`src/rtl/core/bsc_pkg.sv`:
```
// Shared types and constants for the barometric second-order compensation pipeline.
`default_nettype none

package bsc_pkg;

  localparam int CFG_IDX_W = 3;
  localparam int CAL_W     = 16;

  // Calibration register indexes
  localparam logic [CFG_IDX_W-1:0] REG_PRESSURE_SENSITIVITY = 3'd0;
  localparam logic [CFG_IDX_W-1:0] REG_PRESSURE_OFFSET      = 3'd1;
  localparam logic [CFG_IDX_W-1:0] REG_SENS_TEMP_COEFF      = 3'd2;
  localparam logic [CFG_IDX_W-1:0] REG_OFFSET_TEMP_COEFF    = 3'd3;
  localparam logic [CFG_IDX_W-1:0] REG_REFERENCE_TEMP       = 3'd4;
  localparam logic [CFG_IDX_W-1:0] REG_TEMP_SLOPE           = 3'd5;

  // Temperature thresholds in hundredths of a degree
  localparam logic signed [19:0] TEMP_REF = 20'sd2000;
  localparam logic signed [19:0] TEMP_LOW = -20'sd1500;

  // 32-bit pressure bounds, sign-extended to 33 bits
  localparam logic signed [32:0] P_MAX = 33'sh0_7FFF_FFFF;
  localparam logic signed [32:0] P_MIN = 33'sh1_8000_0000;

  typedef struct packed {
    logic [CAL_W-1:0] c1;
    logic [CAL_W-1:0] c2;
    logic [CAL_W-1:0] c3;
    logic [CAL_W-1:0] c4;
    logic [CAL_W-1:0] c5;
    logic [CAL_W-1:0] c6;
  } cal_t;

  // Temperature front end result
  typedef struct packed {
    logic [23:0]        d1;
    logic signed [18:0] temp1;
    logic signed [18:0] temp2;
    logic signed [39:0] off_base;
    logic signed [39:0] sens_base;
    logic [33:0]        dsq;
    logic [33:0]        esq;
    logic               lt_ref;
    logic               lt_low;
  } temp_item_t;

  // Corrected offset and sensitivity
  typedef struct packed {
    logic [23:0]        d1;
    logic signed [18:0] temp1;
    logic signed [18:0] temp2;
    logic signed [39:0] off;
    logic signed [39:0] sens;
  } corr_item_t;

endpackage

`default_nettype wire

```
`src/rtl/core/bsc_press.sv`:
```
// Compensated pressure: split 64-bit product, shifts, offset and saturation.
`default_nettype none

module bsc_press
  import bsc_pkg::*;
(
  input  wire logic       clk,
  input  wire logic       rst_n,
  input  wire logic       up_valid,
  output logic            up_stall,
  input  wire corr_item_t in_item,
  output logic            out_valid,
  input  wire logic       out_stall,
  output logic [18:0]     out_temp1,
  output logic [18:0]     out_temp2,
  output logic [31:0]     out_pressure,
  output logic            out_clipped
);

  logic vld_g_r, vld_h_r, vld_i_r;
  logic rdy_g, rdy_h, rdy_i;

  // Stage G: partial products of D1 and sensitivity
  logic signed [18:0] temp1_g_r, temp2_g_r;
  logic signed [39:0] off_g_r;
  logic [43:0]        pl_g_r;
  logic signed [44:0] ph_g_r;
  logic [43:0]        pl_g_nxt;
  logic signed [44:0] ph_g_nxt;

  // Stage H: full product
  logic signed [18:0] temp1_h_r, temp2_h_r;
  logic signed [39:0] off_h_r;
  logic signed [63:0] prod_h_r;
  logic signed [64:0] prod_h_sum;

  // Stage I: pressure and clamp
  logic [18:0]        temp1_i_r, temp2_i_r;
  logic [31:0]        press_i_r;
  logic               clip_i_r;
  logic signed [42:0] q_i;
  logic signed [43:0] r_i;
  logic signed [32:0] pext_i;
  logic [31:0]        press_i_nxt;
  logic               clip_i_nxt;

  assign rdy_i    = !vld_i_r || !out_stall;
  assign rdy_h    = !vld_h_r || rdy_i;
  assign rdy_g    = !vld_g_r || rdy_h;
  assign up_stall = !rdy_g;

  always_comb begin
    pl_g_nxt = in_item.d1 * in_item.sens[19:0];
    ph_g_nxt = $signed({1'b0, in_item.d1}) * $signed(in_item.sens[39:20]);
  end

  always_comb begin
    prod_h_sum = $signed({ph_g_r, 20'h00000}) + $signed({21'h000000, pl_g_r});
  end

  always_comb begin
    q_i    = prod_h_r[63:21];
    r_i    = $signed({q_i[42], q_i}) - $signed({{4{off_h_r[39]}}, off_h_r});
    pext_i = $signed({{4{r_i[43]}}, r_i[43:15]});
    // Saturate to the 32-bit range
    if (pext_i > P_MAX) begin
      press_i_nxt = P_MAX[31:0];
      clip_i_nxt  = 1'b1;
    end else if (pext_i < P_MIN) begin
      press_i_nxt = P_MIN[31:0];
      clip_i_nxt  = 1'b1;
    end else begin
      press_i_nxt = pext_i[31:0];
      clip_i_nxt  = 1'b0;
    end
  end

  always_ff @(posedge clk) begin
    if (!rst_n) begin
      vld_g_r <= 1'b0;
      vld_h_r <= 1'b0;
      vld_i_r <= 1'b0;
    end else begin
      if (rdy_g) vld_g_r <= up_valid;
      if (rdy_h) vld_h_r <= vld_g_r;
      if (rdy_i) vld_i_r <= vld_h_r;
    end
  end

  always_ff @(posedge clk) begin
    if (rdy_g) begin
      temp1_g_r <= in_item.temp1;
      temp2_g_r <= in_item.temp2;
      off_g_r   <= in_item.off;
      pl_g_r    <= pl_g_nxt;
      ph_g_r    <= ph_g_nxt;
    end
    if (rdy_h) begin
      temp1_h_r <= temp1_g_r;
      temp2_h_r <= temp2_g_r;
      off_h_r   <= off_g_r;
      prod_h_r  <= prod_h_sum[63:0];
    end
    if (rdy_i) begin
      temp1_i_r <= temp1_h_r;
      temp2_i_r <= temp2_h_r;
      press_i_r <= press_i_nxt;
      clip_i_r  <= clip_i_nxt;
    end
  end

  assign out_valid    = vld_i_r;
  assign out_temp1    = temp1_i_r;
  assign out_temp2    = temp2_i_r;
  assign out_pressure = press_i_r;
  assign out_clipped  = clip_i_r;

endmodule

`default_nettype wire

```
`config.mk`:
```
export PLATFORM = sky130hd
export DESIGN_NAME = bsc_press
export DESIGN_NICKNAME = d
export VERILOG_FILES = /design/src/rtl/core/bsc_pkg.sv /design/src/rtl/core/bsc_press.sv
export SDC_FILE = /design/constraint.sdc
export NUM_CORES = 2
export LEC_CHECK = 0
export ABC_AREA = 1
export BUFFER_PORTS_ARGS = -buffer_cell sky130_fd_sc_hd__buf_4
export CAP_MARGIN = 30
export CORE_UTILIZATION = 57
export CTS_BUF_LIST = sky130_fd_sc_hd__clkbuf_8 sky130_fd_sc_hd__clkbuf_16
export DETAILED_ROUTE_END_ITERATION = 8
export PLACE_DENSITY = 0.8
export SETUP_SLACK_MARGIN = 0.2
export SLEW_MARGIN = 40
export SYNTH_ARGS = -nofsm -noshare
export SYNTH_HDL_FRONTEND = slang
export SYNTH_SLANG_ARGS = --single-unit
export TNS_END_PERCENT = 50
```
`constraint.sdc`:
```
create_clock -name clk -period 10.35 [get_ports clk]
set_input_delay 1.035 -clock clk [delete_from_list [all_inputs] [get_ports clk]]
set_output_delay 1.035 -clock clk [all_outputs]
set_load 0.005 [all_outputs]
```
==> metrics.yaml <==
logic_synthesis:
  netlist_area_um2: 49200
  ys.flop_type: "edfxtp_1"
  yosysTopAreaCell: "fa_1"
  synth_top_family_by_area: "adder cells"
  yosys_warnings: 0
  ys_seq_area_share_pct: 20.6
  synthAdderAreaFrac_pct: 41.9
  synth_xor_area_share_pct: 1.69
  yosys-mux-area-fraction_pct: 0
  syn_nets: 7263
  synthSimpleGateAreaFrac_pct: 17.0
  synth_compound_area_share_pct: 4.74
  synth_edf_count: 336
  ys_seq_elements: 339
  ys_types: 49
  netlist_instances: 5940
  syn_avg_cell_area_um2: 8.28
  synth_top_area_share_pct: 31.9
  synth.area.top_cells: "fa_1, edfxtp_1, inv_1"
  synthArstFlopShare_pct: 0
clock_tree:
  hold_buffers: 0
  ctsResizeCount: 0
  root_buffer: "clkbuf_16"
  tritoncts: "done"
  cts_setup_buffers: 0
  cts_max_level: 2
  clkSinkCount: 339
  cts_inserted_buffers: 34
  cts.clk_slew.worst_paths_ps: 70
  clock_latency_ps: 520
  clockBufferDepth: 3
floorplanning:
  pin_count: 219
  fp.dieW_um: 296
  dieArea_um2: 87500
  initial_core_util_pct: 57.7
  die_h_um: 296
  core_region_area_um2: 85300
  num_rows: 107
drt:
  via_count: 38700
  final_antenna_net_count: 0
  drtIter0Drc: 3337
  firstDrtPassIters: 7
  drc: 0
  wl_per_cell_um: 19.1
  viasPerCell: 5.38
  routed_wl_um: 137000
placed_design:
  port_buffers: 218
  hpwl_um: 108000
  gp_congestion: 0.990
timing:
  drv_slew: 0
  rsz0062_at_grt: "false"
  min_period_ps: 7030
  slew_headroom_pct: 45.6
  finalHoldViolCount: 0
  fin_tns_setup_ps: 0
  max_slew.worst_pin.slew_ps: 816
  max_freq_mhz: 142
  clock-skew-final_ps: 14.8
  period_share_pct: 67.9
  finalSetupViolCount: 0
run_status:
  status: "completed"
setup_path:
  worstPathMaxFanout: 24
  worstPathRequired_ps: 10630
  crit_path_end_kind: "flop"
  crit_path_start: "in_item[39]"
  reg2reg_from: "out_valid"
  critPathLaunchType: "input pin"
  worstSetupPathType: "input pin to flop"
  cp.arrival_ps: 7310
hold_path:
  holdCritStartpoint: "temp2_h_r[7]"
  hold_class: "flop to flop"
final_layout:
  layout_common_cells: "inv_1, nand2_1, fa_1"
  layout.nets: 7342
  drive_gt1_share_pct: 5.72
  area_delta_synth_final_pct: 7.24
  final_common_cell: "inv_1"
  num-fill-cells: 7188
global_route:
  grt_pass1_wl_um: 217000
  antenna_found_initial: 3
  grt_max_degree: 78
  overflow: 0
  track_usage_pct: 32.3
  grt_pass1_vias: 41000
run:
  max_cap_viol_count: 0
==> routing by layer <==
metal,share of wire [%],track usage (%),vias to the layer above
met4,4.6,13.7,0
met2,47,54.1,1960
li1,-,-,17700
met5,0,0,-
met1,38,41.1,18700
met3,10,5.82,409
==> cell usage after synthesis (6+ instances only) <==
cell type  instances
nand3b_1           6
fa_1             785
o21ai_0          104
o21ai_1           17
xor2_1            74
o21bai_1          21
nand2_1         1516
inv_2             10
nand3_1          113
nor4_1             6
a21boi_0           8
nor2_1           325
nand4_1           45
inv_1           1648
a21o_1            23
o21a_1            19
xnor2_1           21
clkbuf_1         172
nand2_2            8
nor3_1            20
ha_1             392
nor2_2            13
edfxtp_1         336
nor3_2             9
a21oi_1          184
a31oi_1            6
o21ai_2            6
or2_2             11
==> stage by stage <==
step                worst slack (ps)  cells  utilization [%]  hold slack, ps  area (um^2)
finish                          3320   7192             61.9             414        52800
global route                    3070   7191             61.9             418        52800
CTS                             3530   7188             61.9             415        52700
detailed placement              2980   7127             60.5             405        51600
global placement                3100   7127             60.5             400        51600
floorplan                       1530   5940                -             400        49200
==> logic make-up after synthesis <==
logic type | count (synthesis)
XOR/XNOR | 95
flip-flops | 339
AND/OR/NAND/NOR | 2087
AO/OA/AOI/OAI | 405
adder cells (fa/ha/maj) | 1177
other | 1
buffers and inverters | 1836
==> worst paths after layout <==
kind                                     end  slack (ps)  depth (start not counted)
worst min-delay path            out_temp2[7]         410                          0
worst min register to register  out_temp2[7]         410                          0
worst max register to register    pl_g_r[27]        7390                          6
worst max-delay path              ph_g_r[39]        3320                         21
==> worst max-delay path: stages <==
cell,delay (ps)
buf_4,130
clkinv_1,620
or2_2,580
fa_1,480
inv_1,50
fa_1,480
inv_1,50
fa_1,470
inv_1,50
fa_1,490
fa_1,440
fa_1,430
ha_1,320
ha_1,450
nand2_1,150
nor2_1,120
inv_1,80
nor4_1,480
nand3_1,190
nand4_1,130
nand2_1,60
==> area by class of cell <==
cell class	instances	area (um^2)	share of cell area [%]
multi-input combinational	3765	32200	60.9
timing repair buffer	221	1670	3.16
clock buffer	35	876	1.66
clock inverter	26	244	0.462
sequential	339	10100	19.2
inverter	1658	6230	11.8
tap	1144	1430	2.71
antenna	4	10.0	0.0190
==> flip-flops by register name (all words and copies together) (netlist names), 19 cells and up <==
register      flops
temp1_h_r        19
out_temp1        19
off_g_r          40
out_pressure     30
temp2_h_r        19
off_h_r          40
ph_g_r           44
out_temp2        19
temp1_g_r        19
temp2_g_r        19
pl_g_r           24
prod_h_r         43
Power is left out: the tool's default activity adds up to more than one toggle a clock period on the data nets, which glitch-free logic cannot reach.
