<file path="src/rtl/core/bsc_pkg.sv">
// Shared types and constants for the barometric second-order compensation pipeline.
`default_nettype none

package bsc_pkg;

  localparam int CFG_IDX_W = 3;
  localparam int CAL_W     = 16;

  // Calibration register indexes
  localparam logic [CFG_IDX_W-1:0] REG_PRESSURE_SENSITIVITY = 3'd0;
  localparam logic [CFG_IDX_W-1:0] REG_PRESSURE_OFFSET      = 3'd1;
  localparam logic [CFG_IDX_W-1:0] REG_SENS_TEMP_COEFF      = 3'd2;
  localparam logic [CFG_IDX_W-1:0] REG_OFFSET_TEMP_COEFF    = 3'd3;
  localparam logic [CFG_IDX_W-1:0] REG_REFERENCE_TEMP       = 3'd4;
  localparam logic [CFG_IDX_W-1:0] REG_TEMP_SLOPE           = 3'd5;

  // Temperature thresholds in hundredths of a degree
  localparam logic signed [19:0] TEMP_REF = 20'sd2000;
  localparam logic signed [19:0] TEMP_LOW = -20'sd1500;

  // 32-bit pressure bounds, sign-extended to 33 bits
  localparam logic signed [32:0] P_MAX = 33'sh0_7FFF_FFFF;
  localparam logic signed [32:0] P_MIN = 33'sh1_8000_0000;

  typedef struct packed {
    logic [CAL_W-1:0] c1;
    logic [CAL_W-1:0] c2;
    logic [CAL_W-1:0] c3;
    logic [CAL_W-1:0] c4;
    logic [CAL_W-1:0] c5;
    logic [CAL_W-1:0] c6;
  } cal_t;

  // Temperature front end result
  typedef struct packed {
    logic [23:0]        d1;
    logic signed [18:0] temp1;
    logic signed [18:0] temp2;
    logic signed [39:0] off_base;
    logic signed [39:0] sens_base;
    logic [33:0]        dsq;
    logic [33:0]        esq;
    logic               lt_ref;
    logic               lt_low;
  } temp_item_t;

  // Corrected offset and sensitivity
  typedef struct packed {
    logic [23:0]        d1;
    logic signed [18:0] temp1;
    logic signed [18:0] temp2;
    logic signed [39:0] off;
    logic signed [39:0] sens;
  } corr_item_t;

endpackage

`default_nettype wire

</file>
<file path="src/rtl/core/bsc_corr.sv">
// Second-order correction of offset and sensitivity.
`default_nettype none

module bsc_corr
  import bsc_pkg::*;
(
  input  wire logic       clk,
  input  wire logic       rst_n,
  input  wire logic       up_valid,
  output logic            up_stall,
  input  wire temp_item_t in_item,
  output logic            dn_valid,
  input  wire logic       dn_stall,
  output corr_item_t      out_item
);

  logic vld_e_r, vld_f_r;
  logic rdy_e, rdy_f;

  // Stage E: correction terms
  logic [23:0]        d1_e_r;
  logic signed [18:0] temp1_e_r, temp2_e_r;
  logic signed [39:0] off_e_r, sens_e_r;
  logic [37:0]        offc_e_r, sensc_e_r;
  logic [36:0]        five_d, seven_e;
  logic [37:0]        eleven_e;
  logic [37:0]        offc_e_nxt, sensc_e_nxt;

  // Stage F: corrected values
  corr_item_t         item_f_r;
  corr_item_t         item_f_nxt;

  assign rdy_f    = !vld_f_r || !dn_stall;
  assign rdy_e    = !vld_e_r || rdy_f;
  assign up_stall = !rdy_e;

  always_comb begin
    five_d   = {1'b0, in_item.dsq, 2'b00} + {3'b000, in_item.dsq};
    seven_e  = {in_item.esq, 3'b000} - {3'b000, in_item.esq};
    eleven_e = {1'b0, in_item.esq, 3'b000} + {3'b000, in_item.esq, 1'b0}
             + {4'h0, in_item.esq};
    offc_e_nxt  = '0;
    sensc_e_nxt = '0;
    if (in_item.lt_ref) begin
      offc_e_nxt  = {2'b00, five_d[36:1]};
      sensc_e_nxt = {3'b000, five_d[36:2]};
      if (in_item.lt_low) begin
        offc_e_nxt  = offc_e_nxt + {1'b0, seven_e};
        sensc_e_nxt = sensc_e_nxt + {1'b0, eleven_e[37:1]};
      end
    end
  end

  always_comb begin
    item_f_nxt.d1    = d1_e_r;
    item_f_nxt.temp1 = temp1_e_r;
    item_f_nxt.temp2 = temp2_e_r;
    item_f_nxt.off   = off_e_r - $signed({2'b00, offc_e_r});
    item_f_nxt.sens  = sens_e_r - $signed({2'b00, sensc_e_r});
  end

  always_ff @(posedge clk) begin
    if (!rst_n) begin
      vld_e_r <= 1'b0;
      vld_f_r <= 1'b0;
    end else begin
      if (rdy_e) vld_e_r <= up_valid;
      if (rdy_f) vld_f_r <= vld_e_r;
    end
  end

  always_ff @(posedge clk) begin
    if (rdy_e) begin
      d1_e_r    <= in_item.d1;
      temp1_e_r <= in_item.temp1;
      temp2_e_r <= in_item.temp2;
      off_e_r   <= in_item.off_base;
      sens_e_r  <= in_item.sens_base;
      offc_e_r  <= offc_e_nxt;
      sensc_e_r <= sensc_e_nxt;
    end
    if (rdy_f) begin
      item_f_r <= item_f_nxt;
    end
  end

  assign dn_valid = vld_f_r;
  assign out_item = item_f_r;

endmodule

`default_nettype wire

</file>
<file path="config.mk">
export PLATFORM = sky130hd
export DESIGN_NAME = bsc_corr
export DESIGN_NICKNAME = d
export VERILOG_FILES = /design/src/rtl/core/bsc_pkg.sv /design/src/rtl/core/bsc_corr.sv
export SDC_FILE = /design/constraint.sdc
export NUM_CORES = 1
export LEC_CHECK = 0
export BUFFER_PORTS_ARGS = -buffer_cell sky130_fd_sc_hd__buf_2
export CORE_ASPECT_RATIO = 2
export CORE_MARGIN = 3
export CORE_UTILIZATION = 60
export DETAILED_ROUTE_END_ITERATION = 16
export PLACE_DENSITY = 0.92
export SKIP_LAST_GASP = 1
export SYNTH_ARGS = -nofsm -noshare
export SYNTH_HDL_FRONTEND = slang
export SYNTH_SLANG_ARGS = --single-unit
</file>
<file path="constraint.sdc">
create_clock -name clk -period 15.9 [get_ports clk]
set_clock_uncertainty 0.1 [all_clocks]
set_input_delay 0.795 -clock clk [delete_from_list [all_inputs] [get_ports clk]]
set_output_delay 0.795 -clock clk [all_outputs]
set_load 0.02 [all_outputs]
</file>
==> flow_summary.toml <==
[synthesis]
synth_compound_area_share_pct = 19.67
ys_ff_latch = 362
synthCells = 2408
syn_nets = 2909
yosys_warnings = 0
async_reset_ff_share_pct = 0
postSynthAreaPerCell_sq_um = 10.50
synthTopCellsByArea = "edfxtp_1 43%, ha_1 12%, xnor2_1 5.1%, a21oi_1 4.5%, a21o_1 3.7%"
ys_seq_area_share_pct = 42.93
ys.flop_type = "edfxtp_1"
yosys.area_share.simple_pct = 11.16
synth.distinct_cells = 71
synth_top_area_share_pct = 42.77
synth_fa_ha_area_share_pct = 15.21
synthMuxAreaShare_pct = 0.3961
synth_top_area_cell = "edfxtp_1"
synth-xor-area-share_pct = 7.416
syn_area_sq_mm = 0.02527
synth_top_family_by_area = "compound AO/OA/AOI/OAI gates"
synth_edf_count = 360

[global_route]
grt_max_degree = 79
grt_pass1_vias = 20557
antenna_found_initial = 8
grt_util_all_layers_pct = 29.50
grt_pass1_wl_microns = 103800
grt_overflow = 0

[worst_hold_path]
min_path_cells = 1
min_to = "off_e_r[37]$_DFFE_PN_"
hold_class = "in -> reg"
hold_path_startpoint = "in_item[147]"

[timing]
tns_ns = 0
tightest_slew_ns = 0.9956
fmax_ghz = 0.1576
relSlewSlack_pct = 33.63
slew_violations = 0
finalSetupViolCount = 0
rsz0062_at_grt = "false"
period_needed_ns = 6.345
hold-worst-slack_ns = 0.3055
hold_viol = 0
fin_crit_sh_pct = 39.91

[clock_network]
root_buffer = "clkbuf_16"
cts_tree = "built"
clk_pin_slew_worst_paths_ns = 0.08
h-tree-depth = 1
holdBufCountCts = 0
clock_sinks = 362
cts-buffers-inserted = 26
clockBufferDepth = 3
clkLatencyLatePin_ns = 0.56
ctsResizeCount = 0
cts_post_setup_buffers_inserted = 0

[final_layout]
nets = 3264
syn2layout_area_growth_pct = 12.84
design_area_sq_mm = 0.02852
drive_above_1_share_pct = 15.20
n_fill_cell = 3143

[power_and_ir_drop]
vdd_drop_max_uv = 77.91
powerDensity_mw_per_mm2 = 150.2
p_leak_nw = 12.53

[critical_path]
path_common_cell = "o21ai_0"
cp-start-kind = "input pin"
startpoint = "in_item[2]"
end_kind = "flip-flop"
cp_data_required_time_ns = 16.09
critPathMaxFanout = 6
regToRegEndpoint = "out_item[35]$_DFFE_PP_"
rrSetupSlack_ns = 11.50
slowest_delay_ns = 0.82
path_class = "in -> reg"
critPathArrivalTime_ns = 6.54
cp_slowest_cell = "a2111oi_1"
path_cells = "buf_2, inv_1, fa_1, inv_1, ha_1, nor2b_1, o31a_1, o31ai_1, a21boi_0, o21a_1, o21ai_0, nand2b_1, xor2_1, ha_1, a2111oi_0, a21oi_1, a2111oi_1, o21ai_0, a21oi_1, o21ai_0, xnor2_1, o22ai_1"
cpLargestDelayFamily = "compound AO/OA/AOI/OAI gates"
ff2ff_path_depth = 12
path_buf_inv = 3
worstReg2RegStart = "sensc_e_r[1]$_SDFFCE_PN0N_"

[floorplan]
die_h_microns = 296.2
ios = 360
die_w_microns = 151.1
coreArea_sq_mm = 0.04138
start_util_pct = 61.07
fp.dieArea_sq_mm = 0.04477
rows = 105

[detailed_routing]
dr_wl_met2_microns = 36750
routed_wl_microns = 68700
routed-wl-met3_microns = 3945
viasPerCell = 6.122
first_pass_iters = 6
drc = 0
final_antenna_net_count = 0
wl_per_cell_microns = 20.66
m1WireLength_microns = 23880
drtIter0Drc = 1191
top_layer = "met4"
vias = 20357

[place]
gp_congestion = 0.9372
hpwl_microns = 55270
portBuffers = 359
dpl_cell_area_sq_mm = 0.02766

[flow_run]
max-cap-violations = 0

[run_status]
status = "finished clean"
[metal layers]
metal  GRT usage (%)  up-vias
met1           31.06     9579
met4           16.03        0
met3           2.462      219
li1                -     9672
met5               0        -
met2           56.66      887
[layout by cell type (no fill, tap or decap), types with 16 or more instances in the layout]
cell type | netlist | routed
xnor2_1 | 146 | 146
a21o_1 | 126 | 126
fa_1 | 37 | 37
nand3_1 | 43 | 42
nor2_1 | 141 | 141
o21bai_1 | 32 | 32
a31oi_1 | 22 | 22
and2_1 | 16 | 16
clkbuf_16 | 0 | 27
nand2_1 | 112 | 111
o211ai_1 | 16 | 16
o21ai_0 | 138 | 138
a21boi_0 | 30 | 30
a21oi_1 | 225 | 225
ha_1 | 248 | 248
nand2b_1 | 49 | 49
buf_2 | 1 | 359
xor2_1 | 68 | 68
inv_1 | 175 | 175
nor3_1 | 22 | 22
a211oi_1 | 24 | 24
o21a_1 | 53 | 53
nand4_1 | 26 | 26
edfxtp_1 | 360 | 360
and3_1 | 33 | 33
nor2b_1 | 65 | 65
[metrics by stage]
step	setup slack, ns	utilization [%]	std cells	total power [mW]
2_1_floorplan	7.441	-	2408	2.992
3_3_place_gp	9.365	66.83	3270	3.508
3_5_place_dp	9.077	66.83	3270	3.578
4_1_cts	9.659	68.86	3317	4.255
5_1_grt	9.211	68.90	3324	4.546
6_report	9.555	68.91	3325	4.283
[logic make-up (layout without fill, tap and decap cells)]
| family | count (synthesis) | count (layout) |
|---|---|---|
| AOI/OAI and AO/OA | 771 | 771 |
| xor gates and xnor gates | 214 | 214 |
| adders and majority gates | 285 | 285 |
| buffers and inverters | 214 | 588 |
| DFF | 362 | 362 |
| muxes | 10 | 10 |
| other | 0 | 8 |
| and+or+nand+nor | 552 | 552 |
[worst max path at each step]
| stage | to | cells past startpoint | slack (ns) |
|---|---|---|---|
| 2_1_floorplan | up_stall | 2 | 7.44 |
| 3_3_place_gp | sensc_e_r[32]$_SDFFCE_PN0N_ | 20 | 9.37 |
| 3_5_place_dp | sensc_e_r[32]$_SDFFCE_PN0N_ | 22 | 9.08 |
| 4_1_cts | sensc_e_r[32]$_SDFFCE_PN0N_ | 22 | 9.66 |
| 5_1_grt | sensc_e_r[30]$_SDFFCE_PN0N_ | 22 | 9.21 |
| 6_report | sensc_e_r[32]$_SDFFCE_PN0N_ | 22 | 9.55 |
[state kept, by name, summed over array words and instances (netlist names)]
name / cells
vld_e_r: 1
offc_e_r: 38
temp1_e_r: 19
temp2_e_r: 19
d1_e_r: 24
dn_valid: 1
out_item: 142
sens_e_r: 40
off_e_r: 40
sensc_e_r: 38
[cell usage after synthesis, types with 4 or more instances]
cell type	number
nand2b_1	49
a21boi_0	30
a31o_2	6
a211oi_1	24
and3_1	33
a211o_1	10
or3_1	7
and4_1	8
a21oi_1	225
a41oi_1	7
a21o_1	126
o21a_1	53
clkbuf_1	36
ha_1	248
o22ai_1	10
o2bb2ai_1	8
fa_1	37
nand3_1	43
o21ai_0	138
o31ai_1	11
edfxtp_1	360
xor2_1	68
nor2_1	141
nor3b_1	4
o2111ai_1	4
or4_1	4
nand2_1	112
inv_1	175
o21bai_1	32
o31a_1	5
nor4_1	5
xnor2_1	146
mux2i_1	10
a221oi_1	7
o211ai_1	16
nand4_1	26
a2111oi_0	6
nor3_1	22
nand3b_1	6
nor2b_1	65
and2_1	16
a31oi_1	22
[report_power, final]
part / total, mW / leakage [nW] / internal [mW] / switching (mW)
sequential: 1.38 / 3.88 / 1.30 / 0.0761
clock: 0.673 / 0.402 / 0.346 / 0.327
combinational: 2.23 / 8.24 / 0.884 / 1.35
[cell type report]
cell class / count / area, sq um / area share [%]
Clock inverter: 18 / 157.7 / 0.5528
Clock buffer: 29 / 683.2 / 2.396
Sequential cell: 362 / 10850 / 38.05
Tap cell: 535 / 669.4 / 2.347
Inverter: 175 / 656.9 / 2.303
Antenna cell: 8 / 20.02 / 0.07020
Timing Repair Buffer: 366 / 1849 / 6.485
Multi-Input combinational cell: 1832 / 13630 / 47.80
Note: power is estimated with default switching activity, not from simulation.
